**config.mk**
```make
export PLATFORM = sky130hd
export DESIGN_NAME = hid_keyboard_report_engine_top
export DESIGN_NICKNAME = d
export VERILOG_FILES = /design/src/rtl/hidkb_pkg.sv /design/src/rtl/hidkb_keymem.sv /design/src/rtl/hid_keyboard_report_engine_top.sv
export SDC_FILE = /design/constraint.sdc
export NUM_CORES = 1
export LEC_CHECK = 0
export BUFFER_PORTS_ARGS = -buffer_cell sky130_fd_sc_hd__buf_2
export CAP_MARGIN = 40
export CORE_MARGIN = 1
export CORE_UTILIZATION = 60
export CTS_CLUSTER_DIAMETER = 100
export DETAILED_ROUTE_END_ITERATION = 10
export PLACE_DENSITY = 0.81
export SLEW_MARGIN = 40
export SYNTH_ARGS = -nofsm -noshare
export SYNTH_HDL_FRONTEND = slang
export SYNTH_SLANG_ARGS = --single-unit
```
**constraint.sdc**
```tcl
create_clock -name clk_i -period 5 [get_ports clk_i]
set_input_delay 0.25 -clock clk_i [delete_from_list [all_inputs] [get_ports clk_i]]
set_output_delay 0.25 -clock clk_i [all_outputs]
set_load 0.02 [all_outputs]
```
**src/rtl/hidkb_pkg.sv**
```systemverilog
package hidkb_pkg;

  localparam int unsigned BITMAP_BYTES_DEF = 28;
  localparam int unsigned BOOT_SLOTS_DEF   = 6;
  localparam int unsigned KEY_BYTES        = 28;
  localparam int unsigned CNT_W            = 5;
  localparam int unsigned STEP_W           = 5;
  localparam int unsigned LSHIFT_BIT       = 1;

  localparam logic [2:0] CMD_PRESS_CHR = 3'd0;
  localparam logic [2:0] CMD_REL_CHR   = 3'd1;
  localparam logic [2:0] CMD_TYPE_CHR  = 3'd2;
  localparam logic [2:0] CMD_REL_ALL   = 3'd3;
  localparam logic [2:0] CMD_PRESS_USE = 3'd4;
  localparam logic [2:0] CMD_REL_USE   = 3'd5;

  localparam logic [7:0] MOD_CODE_LO = 8'd128;
  localparam logic [7:0] MOD_CODE_HI = 8'd135;
  localparam logic [7:0] USE_MOD_LO  = 8'hE0;
  localparam logic [7:0] USE_MOD_HI  = 8'hE7;
  localparam logic [7:0] USE_KEY_HI  = 8'hDF;

  typedef enum logic [3:0] {
    OP_NOP,
    OP_ACCEPT,
    OP_RMW_RD,
    OP_UPDATE,
    OP_CLEAR,
    OP_HALF,
    OP_EMIT_MOD,
    OP_EMIT_BM,
    OP_EMIT_ZERO,
    OP_EMIT_SLOT,
    OP_EMIT_ERR,
    OP_SC_BIT,
    OP_SC_LOAD
  } op_e;

  typedef enum logic [3:0] {
    C_NEVER,
    C_ALWAYS,
    C_NO_ACC,
    C_BAD_CMD,
    C_REL_ALL,
    C_UNDEC_REL,
    C_UNDEC_PRESS,
    C_BOOT,
    C_BM_MORE,
    C_TYPE,
    C_SC_BUSY,
    C_SC_MORE,
    C_SLOT_MORE
  } cond_e;

  typedef struct packed {
    op_e               op;
    cond_e             cond;
    logic [STEP_W-1:0] target;
  } ucw_t;

  typedef struct packed {
    logic       ok;
    logic       shifted;
    logic [7:0] usage;
  } dec_t;

  typedef struct packed {
    logic             clr;
    logic             we;
    logic [CNT_W-1:0] waddr;
    logic [7:0]       wdata;
    logic [CNT_W-1:0] raddr;
  } km_ctrl_t;

  localparam logic [STEP_W-1:0] S_IDLE     = 5'd0;
  localparam logic [STEP_W-1:0] S_DISP     = 5'd1;
  localparam logic [STEP_W-1:0] S_DISP2    = 5'd2;
  localparam logic [STEP_W-1:0] S_CHK      = 5'd3;
  localparam logic [STEP_W-1:0] S_CHK2     = 5'd4;
  localparam logic [STEP_W-1:0] S_RMW      = 5'd5;
  localparam logic [STEP_W-1:0] S_UPD      = 5'd6;
  localparam logic [STEP_W-1:0] S_REPORT   = 5'd7;
  localparam logic [STEP_W-1:0] S_BM       = 5'd8;
  localparam logic [STEP_W-1:0] S_DONE     = 5'd9;
  localparam logic [STEP_W-1:0] S_DONE2    = 5'd10;
  localparam logic [STEP_W-1:0] S_ERR      = 5'd11;
  localparam logic [STEP_W-1:0] S_RELALL   = 5'd12;
  localparam logic [STEP_W-1:0] S_SC_BIT   = 5'd13;
  localparam logic [STEP_W-1:0] S_SC_LOAD  = 5'd14;
  localparam logic [STEP_W-1:0] S_ZERO     = 5'd15;
  localparam logic [STEP_W-1:0] S_SLOT     = 5'd16;
  localparam logic [STEP_W-1:0] S_SLOT_END = 5'd17;

  // ASCII to usage; shifted marks characters that need left shift
  function automatic dec_t decode_char(logic [7:0] c);
    dec_t d;
    d.ok      = 1'b1;
    d.shifted = 1'b0;
    d.usage   = 8'h00;
    if (c inside {[8'h61:8'h7A]}) begin
      d.usage = c - 8'h61 + 8'h04;
    end else if (c inside {[8'h41:8'h5A]}) begin
      d.usage   = c - 8'h41 + 8'h04;
      d.shifted = 1'b1;
    end else if (c inside {[8'h31:8'h39]}) begin
      d.usage = c - 8'h31 + 8'h1E;
    end else begin
      case (c)
        8'h30: d.usage = 8'h27;
        8'h20: d.usage = 8'h2C;
        8'h2D: d.usage = 8'h2D;
        8'h3D: d.usage = 8'h2E;
        8'h5B: d.usage = 8'h2F;
        8'h5D: d.usage = 8'h30;
        8'h5C: d.usage = 8'h31;
        8'h3B: d.usage = 8'h33;
        8'h27: d.usage = 8'h34;
        8'h60: d.usage = 8'h35;
        8'h2C: d.usage = 8'h36;
        8'h2E: d.usage = 8'h37;
        8'h2F: d.usage = 8'h38;
        8'h0A: d.usage = 8'h28;
        8'h09: d.usage = 8'h2B;
        8'h21: begin d.usage = 8'h1E; d.shifted = 1'b1; end
        8'h40: begin d.usage = 8'h1F; d.shifted = 1'b1; end
        8'h23: begin d.usage = 8'h20; d.shifted = 1'b1; end
        8'h24: begin d.usage = 8'h21; d.shifted = 1'b1; end
        8'h25: begin d.usage = 8'h22; d.shifted = 1'b1; end
        8'h5E: begin d.usage = 8'h23; d.shifted = 1'b1; end
        8'h26: begin d.usage = 8'h24; d.shifted = 1'b1; end
        8'h2A: begin d.usage = 8'h25; d.shifted = 1'b1; end
        8'h28: begin d.usage = 8'h26; d.shifted = 1'b1; end
        8'h29: begin d.usage = 8'h27; d.shifted = 1'b1; end
        8'h5F: begin d.usage = 8'h2D; d.shifted = 1'b1; end
        8'h2B: begin d.usage = 8'h2E; d.shifted = 1'b1; end
        8'h7B: begin d.usage = 8'h2F; d.shifted = 1'b1; end
        8'h7D: begin d.usage = 8'h30; d.shifted = 1'b1; end
        8'h7C: begin d.usage = 8'h31; d.shifted = 1'b1; end
        8'h3A: begin d.usage = 8'h33; d.shifted = 1'b1; end
        8'h22: begin d.usage = 8'h34; d.shifted = 1'b1; end
        8'h7E: begin d.usage = 8'h35; d.shifted = 1'b1; end
        8'h3C: begin d.usage = 8'h36; d.shifted = 1'b1; end
        8'h3E: begin d.usage = 8'h37; d.shifted = 1'b1; end
        8'h3F: begin d.usage = 8'h38; d.shifted = 1'b1; end
        default: d.ok = 1'b0;
      endcase
    end
    return d;
  endfunction

  // control store: op, jump condition, jump target; fall through to step + 1
  function automatic ucw_t ucode(logic [STEP_W-1:0] s);
    ucw_t w;
    case (s)
      S_IDLE:     w = '{OP_ACCEPT,    C_NO_ACC,      S_IDLE};
      S_DISP:     w = '{OP_NOP,       C_BAD_CMD,     S_IDLE};
      S_DISP2:    w = '{OP_NOP,       C_REL_ALL,     S_RELALL};
      S_CHK:      w = '{OP_NOP,       C_UNDEC_REL,   S_IDLE};
      S_CHK2:     w = '{OP_NOP,       C_UNDEC_PRESS, S_ERR};
      S_RMW:      w = '{OP_RMW_RD,    C_NEVER,       S_IDLE};
      S_UPD:      w = '{OP_UPDATE,    C_NEVER,       S_IDLE};
      S_REPORT:   w = '{OP_EMIT_MOD,  C_BOOT,        S_SC_LOAD};
      S_BM:       w = '{OP_EMIT_BM,   C_BM_MORE,     S_BM};
      S_DONE:     w = '{OP_HALF,      C_TYPE,        S_CHK};
      S_DONE2:    w = '{OP_NOP,       C_ALWAYS,      S_IDLE};
      S_ERR:      w = '{OP_EMIT_ERR,  C_ALWAYS,      S_IDLE};
      S_RELALL:   w = '{OP_CLEAR,     C_ALWAYS,      S_REPORT};
      S_SC_BIT:   w = '{OP_SC_BIT,    C_SC_BUSY,     S_SC_BIT};
      S_SC_LOAD:  w = '{OP_SC_LOAD,   C_SC_MORE,     S_SC_BIT};
      S_ZERO:     w = '{OP_EMIT_ZERO, C_NEVER,       S_IDLE};
      S_SLOT:     w = '{OP_EMIT_SLOT, C_SLOT_MORE,   S_SLOT};
      S_SLOT_END: w = '{OP_NOP,       C_ALWAYS,      S_DONE};
      default:    w = '{OP_NOP,       C_ALWAYS,      S_IDLE};
    endcase
    return w;
  endfunction

endpackage

```
**src/rtl/hidkb_keymem.sv**
```systemverilog
module hidkb_keymem import hidkb_pkg::*; (
  input  logic       clk_i,
  input  logic       rst_ni,
  input  km_ctrl_t   ctrl_i,
  output logic [7:0] rd_data_o
);

  logic [7:0]           mem_q [KEY_BYTES];
  logic [KEY_BYTES-1:0] vld_q;
  logic [7:0]           rd_q;
  logic                 rd_vld_q;
  logic                 rd_in_range;

  assign rd_in_range = ctrl_i.raddr < CNT_W'(KEY_BYTES);

  always_ff @(posedge clk_i) begin
    if (ctrl_i.we) begin
      mem_q[ctrl_i.waddr] <= ctrl_i.wdata;
    end
    if (rd_in_range) begin
      rd_q <= mem_q[ctrl_i.raddr];
    end
  end

  // entries never written since reset or release-all read as zero
  always_ff @(posedge clk_i or negedge rst_ni) begin
    if (!rst_ni) begin
      vld_q    <= '0;
      rd_vld_q <= 1'b0;
    end else begin
      if (ctrl_i.clr) begin
        vld_q <= '0;
      end else if (ctrl_i.we) begin
        vld_q[ctrl_i.waddr] <= 1'b1;
      end
      rd_vld_q <= rd_in_range && vld_q[ctrl_i.raddr];
    end
  end

  assign rd_data_o = rd_vld_q ? rd_q : 8'h00;

endmodule

```
**src/rtl/hid_keyboard_report_engine_top.sv**
```systemverilog
// channel | signals                             | word
// --------+-------------------------------------+------------------------------------------
// in      | in_valid_i / in_ready_o             | cmd_i, key_i
// out     | out_valid_o / out_ready_i           | report_byte_o, byte_index_o, boot_format_o,
//         |                                     | last_byte_o, write_error_o
// cfg     | cfg_we_i                            | cfg_wdata_i (boot_mode)
//
// One event at a time; in_ready_o is high only in the idle step.
// Bitmap report: one word per cycle while the output is not stalled.
// Boot report: the key memory scan takes a load step and a bit step per byte of 28,
// one more bit step per further key found in the same byte, and a last load to finish; it stops at BOOT_SLOTS keys.
// A type event repeats update and report for the release.
// Reset clears modifiers, key bitmap (valid bits) and boot_mode at once; no clearing pass.
// Output stalls hold the step counter only on word steps; the scan runs on under a stall,
// and the output register lets the block go idle with the last word still waiting.
module hid_keyboard_report_engine_top import hidkb_pkg::*; #(
  parameter int unsigned BITMAP_BYTES = BITMAP_BYTES_DEF,
  parameter int unsigned BOOT_SLOTS   = BOOT_SLOTS_DEF
) (
  input  logic       clk_i,
  input  logic       rst_ni,
  input  logic       cfg_we_i,
  input  logic       cfg_wdata_i,
  input  logic       in_valid_i,
  output logic       in_ready_o,
  input  logic [2:0] cmd_i,
  input  logic [7:0] key_i,
  output logic       out_valid_o,
  input  logic       out_ready_i,
  output logic [7:0] report_byte_o,
  output logic [4:0] byte_index_o,
  output logic       boot_format_o,
  output logic       last_byte_o,
  output logic       write_error_o
);

  localparam int unsigned N_W        = $clog2(BOOT_SLOTS + 1);
  localparam int unsigned SLOT_IDX_W = (BOOT_SLOTS > 1) ? $clog2(BOOT_SLOTS) : 1;
  localparam logic [N_W-1:0]   SLOTS_N   = N_W'(BOOT_SLOTS);
  localparam logic [CNT_W-1:0] BM_LAST   = CNT_W'(BITMAP_BYTES - 1);
  localparam logic [CNT_W-1:0] SLOT_LAST = CNT_W'(BOOT_SLOTS - 1);
  localparam logic [CNT_W-1:0] SCAN_END  = CNT_W'(KEY_BYTES);

  logic [STEP_W-1:0] step_q, step_d;
  logic [2:0]        cmd_q, cmd_d;
  logic [7:0]        key_q, key_d;
  logic              down_q, down_d;
  logic              type_q, type_d;
  logic [7:0]        mod_q, mod_d;
  logic              boot_q;
  logic [CNT_W-1:0]  cnt_q, cnt_d;
  logic [N_W-1:0]    n_q, n_d;
  logic [7:0]        work_q, work_d;
  logic [7:0]        slot_q [BOOT_SLOTS];

  logic              out_valid_q, out_valid_d;
  logic [7:0]        out_byte_q, out_byte_d;
  logic [4:0]        out_idx_q, out_idx_d;
  logic              out_boot_q, out_boot_d;
  logic              out_last_q, out_last_d;
  logic              out_err_q, out_err_d;

  ucw_t              uw;
  dec_t              chr, dec;
  km_ctrl_t          km;
  logic [7:0]        km_rd;
  logic              is_chr, acc, can_load, is_emit, load, cond_hit;
  logic              take, sc_busy;
  logic [7:0]        work_clr;
  logic [2:0]        low_idx;

  hidkb_keymem u_keymem (
    .clk_i     (clk_i),
    .rst_ni    (rst_ni),
    .ctrl_i    (km),
    .rd_data_o (km_rd)
  );

  assign in_ready_o = (step_q == S_IDLE);
  assign acc        = in_valid_i && in_ready_o;

  // key decode
  always_comb begin
    chr       = decode_char(key_q);
    is_chr    = cmd_q inside {CMD_PRESS_CHR, CMD_REL_CHR, CMD_TYPE_CHR};
    dec.ok      = 1'b1;
    dec.shifted = 1'b0;
    dec.usage   = key_q;
    if (is_chr) begin
      if (key_q inside {[MOD_CODE_LO:MOD_CODE_HI]}) begin
        dec.usage = USE_MOD_LO + (key_q - MOD_CODE_LO);
      end else begin
        dec = chr;
      end
    end
  end

  // lowest set bit of the scan byte
  always_comb begin
    low_idx = 3'd0;
    for (int i = 7; i >= 0; i--) begin
      if (work_q[i]) begin
        low_idx = 3'(i);
      end
    end
  end

  assign work_clr = work_q & (work_q - 8'd1);
  assign take     = (work_q != 8'h00) && (n_q != SLOTS_N);
  assign sc_busy  = (work_clr != 8'h00) && ((n_q + N_W'(1)) != SLOTS_N);

  always_comb begin
    uw       = ucode(step_q);
    can_load = !out_valid_q || out_ready_i;
    is_emit  = uw.op inside {OP_EMIT_MOD, OP_EMIT_BM, OP_EMIT_ZERO, OP_EMIT_SLOT, OP_EMIT_ERR};
    load     = is_emit && can_load;

    case (uw.cond)
      C_NEVER:       cond_hit = 1'b0;
      C_ALWAYS:      cond_hit = 1'b1;
      C_NO_ACC:      cond_hit = !acc;
      C_BAD_CMD:     cond_hit = !(cmd_q inside {[CMD_PRESS_CHR:CMD_REL_USE]});
      C_REL_ALL:     cond_hit = (cmd_q == CMD_REL_ALL);
      C_UNDEC_REL:   cond_hit = is_chr && !dec.ok && !down_q;
      C_UNDEC_PRESS: cond_hit = is_chr && !dec.ok && down_q;
      C_BOOT:        cond_hit = boot_q;
      C_BM_MORE:     cond_hit = (cnt_q != BM_LAST);
      C_TYPE:        cond_hit = type_q;
      C_SC_BUSY:     cond_hit = sc_busy;
      C_SC_MORE:     cond_hit = (cnt_q != SCAN_END) && (n_q != SLOTS_N);
      C_SLOT_MORE:   cond_hit = (cnt_q != SLOT_LAST);
      default:       cond_hit = 1'b0;
    endcase

    if (is_emit && !can_load) begin
      step_d = step_q;
    end else if (cond_hit) begin
      step_d = uw.target;
    end else begin
      step_d = step_q + STEP_W'(1);
    end

    cmd_d      = cmd_q;
    key_d      = key_q;
    down_d     = down_q;
    type_d     = type_q;
    mod_d      = mod_q;
    cnt_d      = cnt_q;
    n_d        = n_q;
    work_d     = work_q;
    km         = '0;
    out_byte_d = 8'h00;
    out_idx_d  = 5'd0;
    out_boot_d = boot_q;
    out_last_d = 1'b0;
    out_err_d  = 1'b0;

    case (uw.op)
      OP_ACCEPT: begin
        if (acc) begin
          cmd_d  = cmd_i;
          key_d  = key_i;
          down_d = cmd_i inside {CMD_PRESS_CHR, CMD_TYPE_CHR, CMD_PRESS_USE};
          type_d = (cmd_i == CMD_TYPE_CHR);
        end
      end
      OP_UPDATE: begin
        if (dec.shifted) begin
          mod_d[LSHIFT_BIT] = down_q;
        end
        if (dec.usage inside {[USE_MOD_LO:USE_MOD_HI]}) begin
          mod_d[dec.usage[2:0]] = down_q;
        end else if (dec.usage <= USE_KEY_HI) begin
          km.we                    = 1'b1;
          km.waddr                 = dec.usage[7:3];
          km.wdata                 = km_rd;
          km.wdata[dec.usage[2:0]] = down_q;
        end
      end
      OP_CLEAR: begin
        mod_d  = 8'h00;
        km.clr = 1'b1;
      end
      OP_HALF: begin
        if (type_q) begin
          type_d = 1'b0;
          down_d = 1'b0;
        end
      end
      OP_EMIT_MOD: begin
        out_byte_d = mod_q;
        cnt_d      = '0;
        n_d        = '0;
      end
      OP_EMIT_BM: begin
        out_byte_d = km_rd;
        out_idx_d  = cnt_q + CNT_W'(1);
        out_last_d = (cnt_q == BM_LAST);
        if (load) begin
          cnt_d = cnt_q + CNT_W'(1);
        end
      end
      OP_EMIT_ZERO: begin
        out_idx_d = 5'd1;
        if (load) begin
          cnt_d = '0;
        end
      end
      OP_EMIT_SLOT: begin
        out_byte_d = slot_q[cnt_q[SLOT_IDX_W-1:0]];
        out_idx_d  = cnt_q + CNT_W'(2);
        out_last_d = (cnt_q == SLOT_LAST);
        if (load) begin
          cnt_d = cnt_q + CNT_W'(1);
        end
      end
      OP_EMIT_ERR: begin
        out_boot_d = 1'b0;
        out_last_d = 1'b1;
        out_err_d  = 1'b1;
      end
      OP_SC_BIT: begin
        if (take) begin
          n_d    = n_q + N_W'(1);
          work_d = work_clr;
        end
        if (!sc_busy) begin
          cnt_d = cnt_q + CNT_W'(1);
        end
      end
      OP_SC_LOAD: begin
        // usage 0 is not a key
        work_d = km_rd & ((cnt_q == '0) ? 8'hFE : 8'hFF);
      end
      default: begin
      end
    endcase

    // read port follows the next byte count, so data lines up with cnt_q
    if (uw.op == OP_RMW_RD) begin
      km.raddr = dec.usage[7:3];
    end else begin
      km.raddr = cnt_d;
    end

    if (load) begin
      out_valid_d = 1'b1;
    end else if (out_ready_i) begin
      out_valid_d = 1'b0;
    end else begin
      out_valid_d = out_valid_q;
    end
  end

  always_ff @(posedge clk_i or negedge rst_ni) begin
    if (!rst_ni) begin
      step_q      <= S_IDLE;
      down_q      <= 1'b0;
      type_q      <= 1'b0;
      mod_q       <= 8'h00;
      boot_q      <= 1'b0;
      cnt_q       <= '0;
      n_q         <= '0;
      out_valid_q <= 1'b0;
    end else begin
      step_q      <= step_d;
      down_q      <= down_d;
      type_q      <= type_d;
      mod_q       <= mod_d;
      cnt_q       <= cnt_d;
      n_q         <= n_d;
      out_valid_q <= out_valid_d;
      if (cfg_we_i) begin
        boot_q <= cfg_wdata_i;
      end
    end
  end

  always_ff @(posedge clk_i) begin
    cmd_q  <= cmd_d;
    key_q  <= key_d;
    work_q <= work_d;
    if (load) begin
      out_byte_q <= out_byte_d;
      out_idx_q  <= out_idx_d;
      out_boot_q <= out_boot_d;
      out_last_q <= out_last_d;
      out_err_q  <= out_err_d;
    end
    if (uw.op == OP_EMIT_MOD) begin
      for (int i = 0; i < BOOT_SLOTS; i++) begin
        slot_q[i] <= 8'h00;
      end
    end else if (uw.op == OP_SC_BIT && take) begin
      slot_q[n_q[SLOT_IDX_W-1:0]] <= {cnt_q, low_idx};
    end
  end

  assign out_valid_o   = out_valid_q;
  assign report_byte_o = out_byte_q;
  assign byte_index_o  = out_idx_q;
  assign boot_format_o = out_boot_q;
  assign last_byte_o   = out_last_q;
  assign write_error_o = out_err_q;

endmodule

```
==> results.cfg, run 1 <==
[yosys]
synth-xor-area-share_pct = 0.1775
synthAdderAreaFrac_pct = 1.496
synth.distinct_cells = 93
synth_compound_area_share_pct = 16.71
ys.flop_type = edfxtp_1
async_reset_ff_share_pct = 14.03
postSynthCellCount = 1783
synth-seq-cells = 385
synthMuxAreaShare_pct = 5.288
synth_top_area_share_pct = 50.37
synthesis.nets = 1822
yosys_warnings = 0
syn_area_per_cell_um2 = 11.07
synth-simple-area-share_pct = 15.33
ys_top_cells_by_area = edfxtp_1 (50%), dfrtp_1 (6.8%), nand2_1 (5.6%)
syn_area_um2 = 19730
synth_top_family_by_area = compound AO/OA/AOI/OAI gates
synth_edf_count = 331
ys_seq_area_share_pct = 57.22
yosysTopAreaCell = edfxtp_1

[finish]
layout-drive-gt1-share_pct = 13.24
area_growth_pct = 11.63
final_nets = 1843
regArea_um2 = 11290
fill_cells = 2278
multi_input_area_um2 = 7881
diodes = 0
instances_no_fill = 2278

[clocking]
clkTransAtPathRegs_ps = 60
cts_buffers = 40
clk_latency_ps = 550
tritoncts = built
cts_buffer_depth = 3
cts-root-buf = clkbuf_16
clock-sinks = 385
cts_setup_buffers = 0
htree_levels = 2

[global_route]
grt_usage_pct = 32.24
grt_max_degree = 109
antenna_found_initial = 1
grt_pass1_wl_um = 82970
overflow = 0
first_global_vias = 14740

[timing]
fin_crit_ps = 4784
final_max_slew_viol_count = 0
max_freq_mhz = 209.0
hold_viol = 0
setup_violations = 0
hold_ws_ps = 187.8
relSlewSlack_pct = 42.48
post-route-period-util_pct = 95.68
finalClockSkew_ps = 31.62
grt_setup_unrepaired = true
max_slew.worst_pin.slew_ps = 859.7

[setup_path]
rr_worst_depth = 11
critPathKind = reg -> reg
end_kind = flop
setup.worst_path.start_class = flop
required_ps = 5170
critical_path.max_fanout = 12
regToRegEndpoint = u_keymem.mem_q[25][7]
r2r-start = key_q[1]
r2r_slack_ps = 220
crit_arrival_ps = 4960

[run]
cap_viol_max_count = 0

[power]
power_mw = 13.93
power.density_nw_per_um2 = 632.6
p_leak_nw = 7.968
ir_drop_mv = 0.5043

[placed_design]
numPortBuffers = 34
globalplace.congestion = 0.9515
dp.cells = 2189
place_hpwl_um = 33870

[routing]
ant_nets = 0
drtPass1Iterations = 5
vias_per_cell = 6.777
drc = 0
vias = 15440
dr.first_iter.drc_count = 1997
wl_um = 53560
wl_per_cell_um = 23.51

[floorplan]
die_h_um = 183.4
die_x_um = 183.4
ios = 35
die_area_um2 = 33620
start_util_pct = 60.80
rows = 66
fp.coreArea_um2 = 32450

[min_path]
worstHoldEndpoint = step_q[2]
hp-class = in -> reg
hold_depth = 4
min-delay-start = out_ready_i

[status]
outcome = complete, no violations
cell families after synthesis:
group,after synthesis
multiplexers,84
AND/OR/NAND/NOR,647
flip-flops,385
AO/OA/AOI/OAI,479
buffers and inverters,160
XOR/XNOR,4
adder cells (fa/ha/maj),24
report_power, final:
part / switching, mW / internal, mW / total [mW]
clock: 1.27 / 1.82 / 3.09
sequential: 0.314 / 4.01 / 4.33
combinational: 4.27 / 2.24 / 6.51
total: 5.85 / 8.08 / 13.9
worst max-delay path: stages (launching register included):
cell,delay [ps]
edfxtp_1,490
inv_1,160
ha_1,370
and3_1,290
a32o_1,220
a211o_1,290
nor4_2,360
a2111oi_2,120
a221o_1,430
a21o_1,290
nand3b_1,590
nor2_1,810
flip-flops by register name, summed over array words and instances, names as in the netlist, 8 cells and up:
| register | flops |
|---|---|
| u_keymem.mem_q | 224 |
| slot_q | 64 |
| u_keymem.vld_q | 28 |
| key_q | 8 |
| mod_q | 8 |
| report_byte_o | 8 |
| u_keymem.rd_q | 8 |
| work_q | 8 |
through the flow:
step                util (%)  instance area, um^2  setup TNS (ps)  worst slack, ps
global placement       62.82                20390               0            312.2
finish                 67.87                22030               0            216.1
CTS                    67.69                21970               0            253.5
detailed placement     63.03                20460               0            313.4
global route           67.87                22030          -2.754           -1.442
floorplan                  -                19730               0             1097
cells in the mapped netlist (all sizes together) (10+ instances only):
cell,instances
or3,10
and3,31
a211o,12
and2,26
nand2,295
inv,30
o311ai,10
nand3,44
o211ai,54
o21ai,104
mux2i,66
o22ai,30
nor3,21
clkbuf,49
buf,78
dfrtp,54
a221oi,21
mux4,16
ha,22
a211oi,39
edfxtp,331
nor2,129
nand2b,16
a31oi,23
o21a,30
a21oi,72
per-layer routing:
metal | vias to the layer above | track usage (%) | wire length [um]
li1 | 6795 | - | -
met5 | - | 0 | 12
met2 | 928 | 50.74 | 25170
met4 | 2 | 15.53 | 2555
met3 | 198 | 5.520 | 5196
met1 | 7516 | 43.76 | 20620
layout make-up:
class	count	share of cell area, %
Sequential cell	385	51.26
Multi-Input combinational cell	1238	35.78
Timing Repair Buffer	106	3.664
Clock inverter	29	1.500
Tap cell	442	2.511
Inverter	33	0.5623
Clock buffer	45	4.726
worst max path at each step:
stage / startpoint / endpoint / depth (start not counted)
floorplan: key_q[1] / u_keymem.mem_q[0][0] / 12
global placement: key_q[1] / u_keymem.mem_q[21][4] / 11
detailed placement: step_q[0] / u_keymem.rd_q[5] / 14
CTS: step_q[0] / u_keymem.rd_q[3] / 14
global route: key_q[1] / u_keymem.mem_q[9][0] / 11
finish: key_q[1] / u_keymem.mem_q[25][7] / 11
cells in the final DEF, fill, tap and decap left out, types with 22 or more instances in the layout:
cell,n
and3_1,31
nor2_2,28
o211ai_1,54
nor2_1,99
buf_2,34
and2_1,25
clkbuf_16,41
a31oi_1,22
nand3_1,43
a21oi_1,69
inv_1,30
o21a_1,30
mux2i_1,66
nand2_1,295
dfrtp_1,54
o21ai_0,102
a211oi_1,36
edfxtp_1,331
ha_1,22
buf_4,51
o22ai_1,30
what timing repair did:
item | CTS | global route
resized for setup | 0 | 3
endpoints found under the hold margin | 66 | 0
setup endpoints to repair | 0 | 10
hold buffers | 14 | 0
Power figures use the tool's default switching activity.
==> inputs of run 2 (changes only) <==
--- a/config.mk
+++ b/config.mk
@@ -5,6 +5,7 @@
 export SDC_FILE = /design/constraint.sdc
 export NUM_CORES = 1
 export LEC_CHECK = 0
+export ABC_AREA = 1
 export BUFFER_PORTS_ARGS = -buffer_cell sky130_fd_sc_hd__buf_2
 export CAP_MARGIN = 40
 export CORE_MARGIN = 1
==> constraint.sdc (replaced) <==
create_clock -name clk_i -period 5 [get_ports clk_i]
set_input_delay 0.75 -clock clk_i [delete_from_list [all_inputs] [get_ports clk_i]]
set_output_delay 0.75 -clock clk_i [all_outputs]
set_load 0.02 [all_outputs]
==> run 2 against run 1 <==
  * Sequential share of layout area is 0.79 points higher
  * Critical path type unchanged
  * Sequential power shrank 5.1%
  * Largest power group unchanged
  * Die area is 0.39% lower
  * Non-clock buffer count fell by 28
  * Cell count increased by 18%
  * Maximum frequency up 4.6%
  * Largest cell class unchanged
  * Routed wire length fell by 5.3%
==> results.cfg, run 2 <==
[finish]
final_nets = 2253
layout_common_cells = nand2_1 (471), nand3_1 (337), edfxtp_1 (331)
largest_reg_flops = 224
final_cell_area_um2 = 21700
layout-drive-gt1-share_pct = 9.435
biggestRegsByFlops = u_keymem.mem_q: 224 flops, slot_q: 64 flops, u_keymem.vld_q: 28 flops
diodes = 0
layout_commonest_cell = nand2_1
area_growth_pct = 10.39
top_register = u_keymem.mem_q

[routing]
vias = 15820
dr.first_iter.drc_count = 2016
wl_per_cell_um = 18.91
ant_nets = 0
wl_um = 50720
drtPass1Iterations = 6
vias_per_cell = 5.899
drc = 0

[setup_path]
critical_path.max_fanout = 41
required_ps = 5290
max_stage_delay_ps = 430
setup.worst_path.start_class = flop
cpMostUsedCell = nand2_1
worst_path_max_delay_cell = dfrtp_1
critPathKind = reg -> reg
crit_arrival_ps = 4870
end_kind = flop

[yosys]
synth_edf_count = 331
synth_top_area_share_pct = 50.57
synth-simple-area-share_pct = 26.40
ys_top_cells_by_count = nand2_1 (472), nand3_1 (337), edfxtp_1 (331)
synthesis.nets = 2220
yosysTopAreaCell = edfxtp_1
synthMuxAreaShare_pct = 0
synth_most_common_cell = nand2_1
synth.distinct_cells = 48
postSynthCellCount = 2181
syn_area_um2 = 19660
synth-xor-area-share_pct = 0.4456
synthAdderAreaFrac_pct = 1.400
ys_seq_area_share_pct = 57.44
synth-seq-cells = 385
synth_top_family_by_area = simple AND/OR/NAND/NOR gates
ys.flop_type = edfxtp_1
ys_top_cells_by_area = edfxtp_1 (51%), nand2_1 (9.0%), nand3_1 (8.6%)
syn_area_per_cell_um2 = 9.012
yosys_warnings = 0
async_reset_ff_share_pct = 14.03
synth_compound_area_share_pct = 6.264

[placed_design]
place_hpwl_um = 32960
post-place-ws_ps = 589.9
post_dp_cell_area_um2 = 20380
numPortBuffers = 34
globalplace.congestion = 0.9763

[timing]
max_freq_mhz = 218.7
setup_violations = 0
tns_ps = 0
grt_setup_unrepaired = false
finalClockSkew_ps = 26.39
hold_viol = 0
post-route-period-util_pct = 91.43
relSlewSlack_pct = 43.31
worst_slack_ps = 428.5
fin_crit_ps = 4572
max_slew.worst_pin.slew_ps = 847.3
final_max_slew_viol_count = 0

[clocking]
htree_levels = 2
clkTransAtPathRegs_ps = 60
ctsHoldBuffers = 0
cts_buffer_depth = 3
clock-sinks = 385
cts-root-buf = clkbuf_16
cts_resized = 0
cts_setup_buffers = 0
tritoncts = built
clk_latency_ps = 560
cts_buffers = 41

[floorplan]
die_x_um = 183.0
fp.coreArea_um2 = 31880
die_h_um = 183.0
ios = 35
die_area_um2 = 33490
start_util_pct = 61.65
rows = 65

[power]
p_int_mw = 6.981
ir_drop_mv = 0.5895
p_leak_nw = 9.163
power_frac_clock_pct = 24.2
power.share.sequential_pct = 34.0
power.density_nw_per_um2 = 557.4
netSwitchingFraction_pct = 42.27
power_frac_comb_pct = 41.9
p_switching_mw = 5.112

[status]
outcome = complete, no violations

[global_route]
overflow = 0
first_global_vias = 15140
grt_pass1_wl_um = 80470
grt_max_degree = 93
antenna_found_initial = 0
grt_usage_pct = 30.65

[run]
cap_viol_max_count = 0

[min_path]
hp-class = in -> async
==> run 2: cell types whose count changed after synthesis, sizes merged, moves of 37 or more <==
| cell | previous run | this run |
|---|---|---|
| nand3b | 7 | 54 |
| nand2 | 295 | 493 |
| nor2 | 129 | 244 |
| o21ai | 104 | 67 |
| inv | 30 | 301 |
| o211ai | 54 | 15 |
| mux2i | 66 | 0 |
| nand3 | 44 | 339 |
| a211oi | 39 | 2 |
==> run 2: layout make-up <==
type,count,area (um^2)
clock inverters,25,200.2
flip-flops and latches,385,11290
multi-input cells,1406,6863
well taps,435,544.3
clock buffers,51,1104
fillers,2472,10180
repair buffers,78,560.5
inverters,302,1134
==> run 2: path summary, 6_finish.rpt <==
check	to	cells past startpoint	from	slack (ps)
max in group asynchronous	cnt_q[1]	2	rst_ni	4100
min	step_q[2]	2	rst_ni	330
max	u_keymem.rd_q[3]	27	step_q[0]	430
min reg2reg	u_keymem.vld_q[15]	2	u_keymem.vld_q[15]	500
max reg2reg	u_keymem.rd_q[3]	27	step_q[0]	430
min in group clk_i	key_q[4]	1	key_i[4]	360
==> run 2: power by group through the flow <==
stage | combinational [mW] | sequential (mW) | clock (mW)
4_1_cts | 4.97 | 4.10 | 2.93
2_1_floorplan | 3.55 | 4.14 | 0
5_1_grt | 5.54 | 4.14 | 3.05
3_5_place_dp | 4.93 | 4.17 | 0
6_report | 5.06 | 4.11 | 2.92
3_3_place_gp | 4.84 | 4.16 | 0
==> run 2: layer usage <==
layer,track usage [%],share of wire [%],vias up
li1,-,-,7372
met1,41.84,41,7462
met2,50.17,47,841
met3,3.952,8.5,146
met4,12.13,3.7,0
met5,0,0,-
==> run 2: cells by family after synthesis <==
logic type,after synthesis
flip-flops,385
adder cells (fa/ha/maj),22
buffers and inverters,390
AO/OA/AOI/OAI,210
AND/OR/NAND/NOR,1164
XOR/XNOR,10
==> run 2: stage by stage <==
step / utilization (%) / power [mW] / hold WS (ps) / instances
after CTS: 68.01 / 12.01 / 352.3 / 2682
after global placement: 63.86 / 8.999 / 475.6 / 2605
after floorplan: - / 7.690 / 454.4 / 2181
after detailed placement: 63.92 / 9.099 / 489.0 / 2606
after global routing: 68.06 / 12.73 / 352.1 / 2682
final: 68.06 / 12.09 / 333.8 / 2682
==> run 2: critical path, delay by kind of cell, from the launching register on <==
kind | cells | cell delay [ps]
and+or+nand+nor | 18 | 2510
buffers and inverters | 6 | 810
DFF | 1 | 430
adders and majority gates | 2 | 370
AOI/OAI and AO/OA | 1 | 150
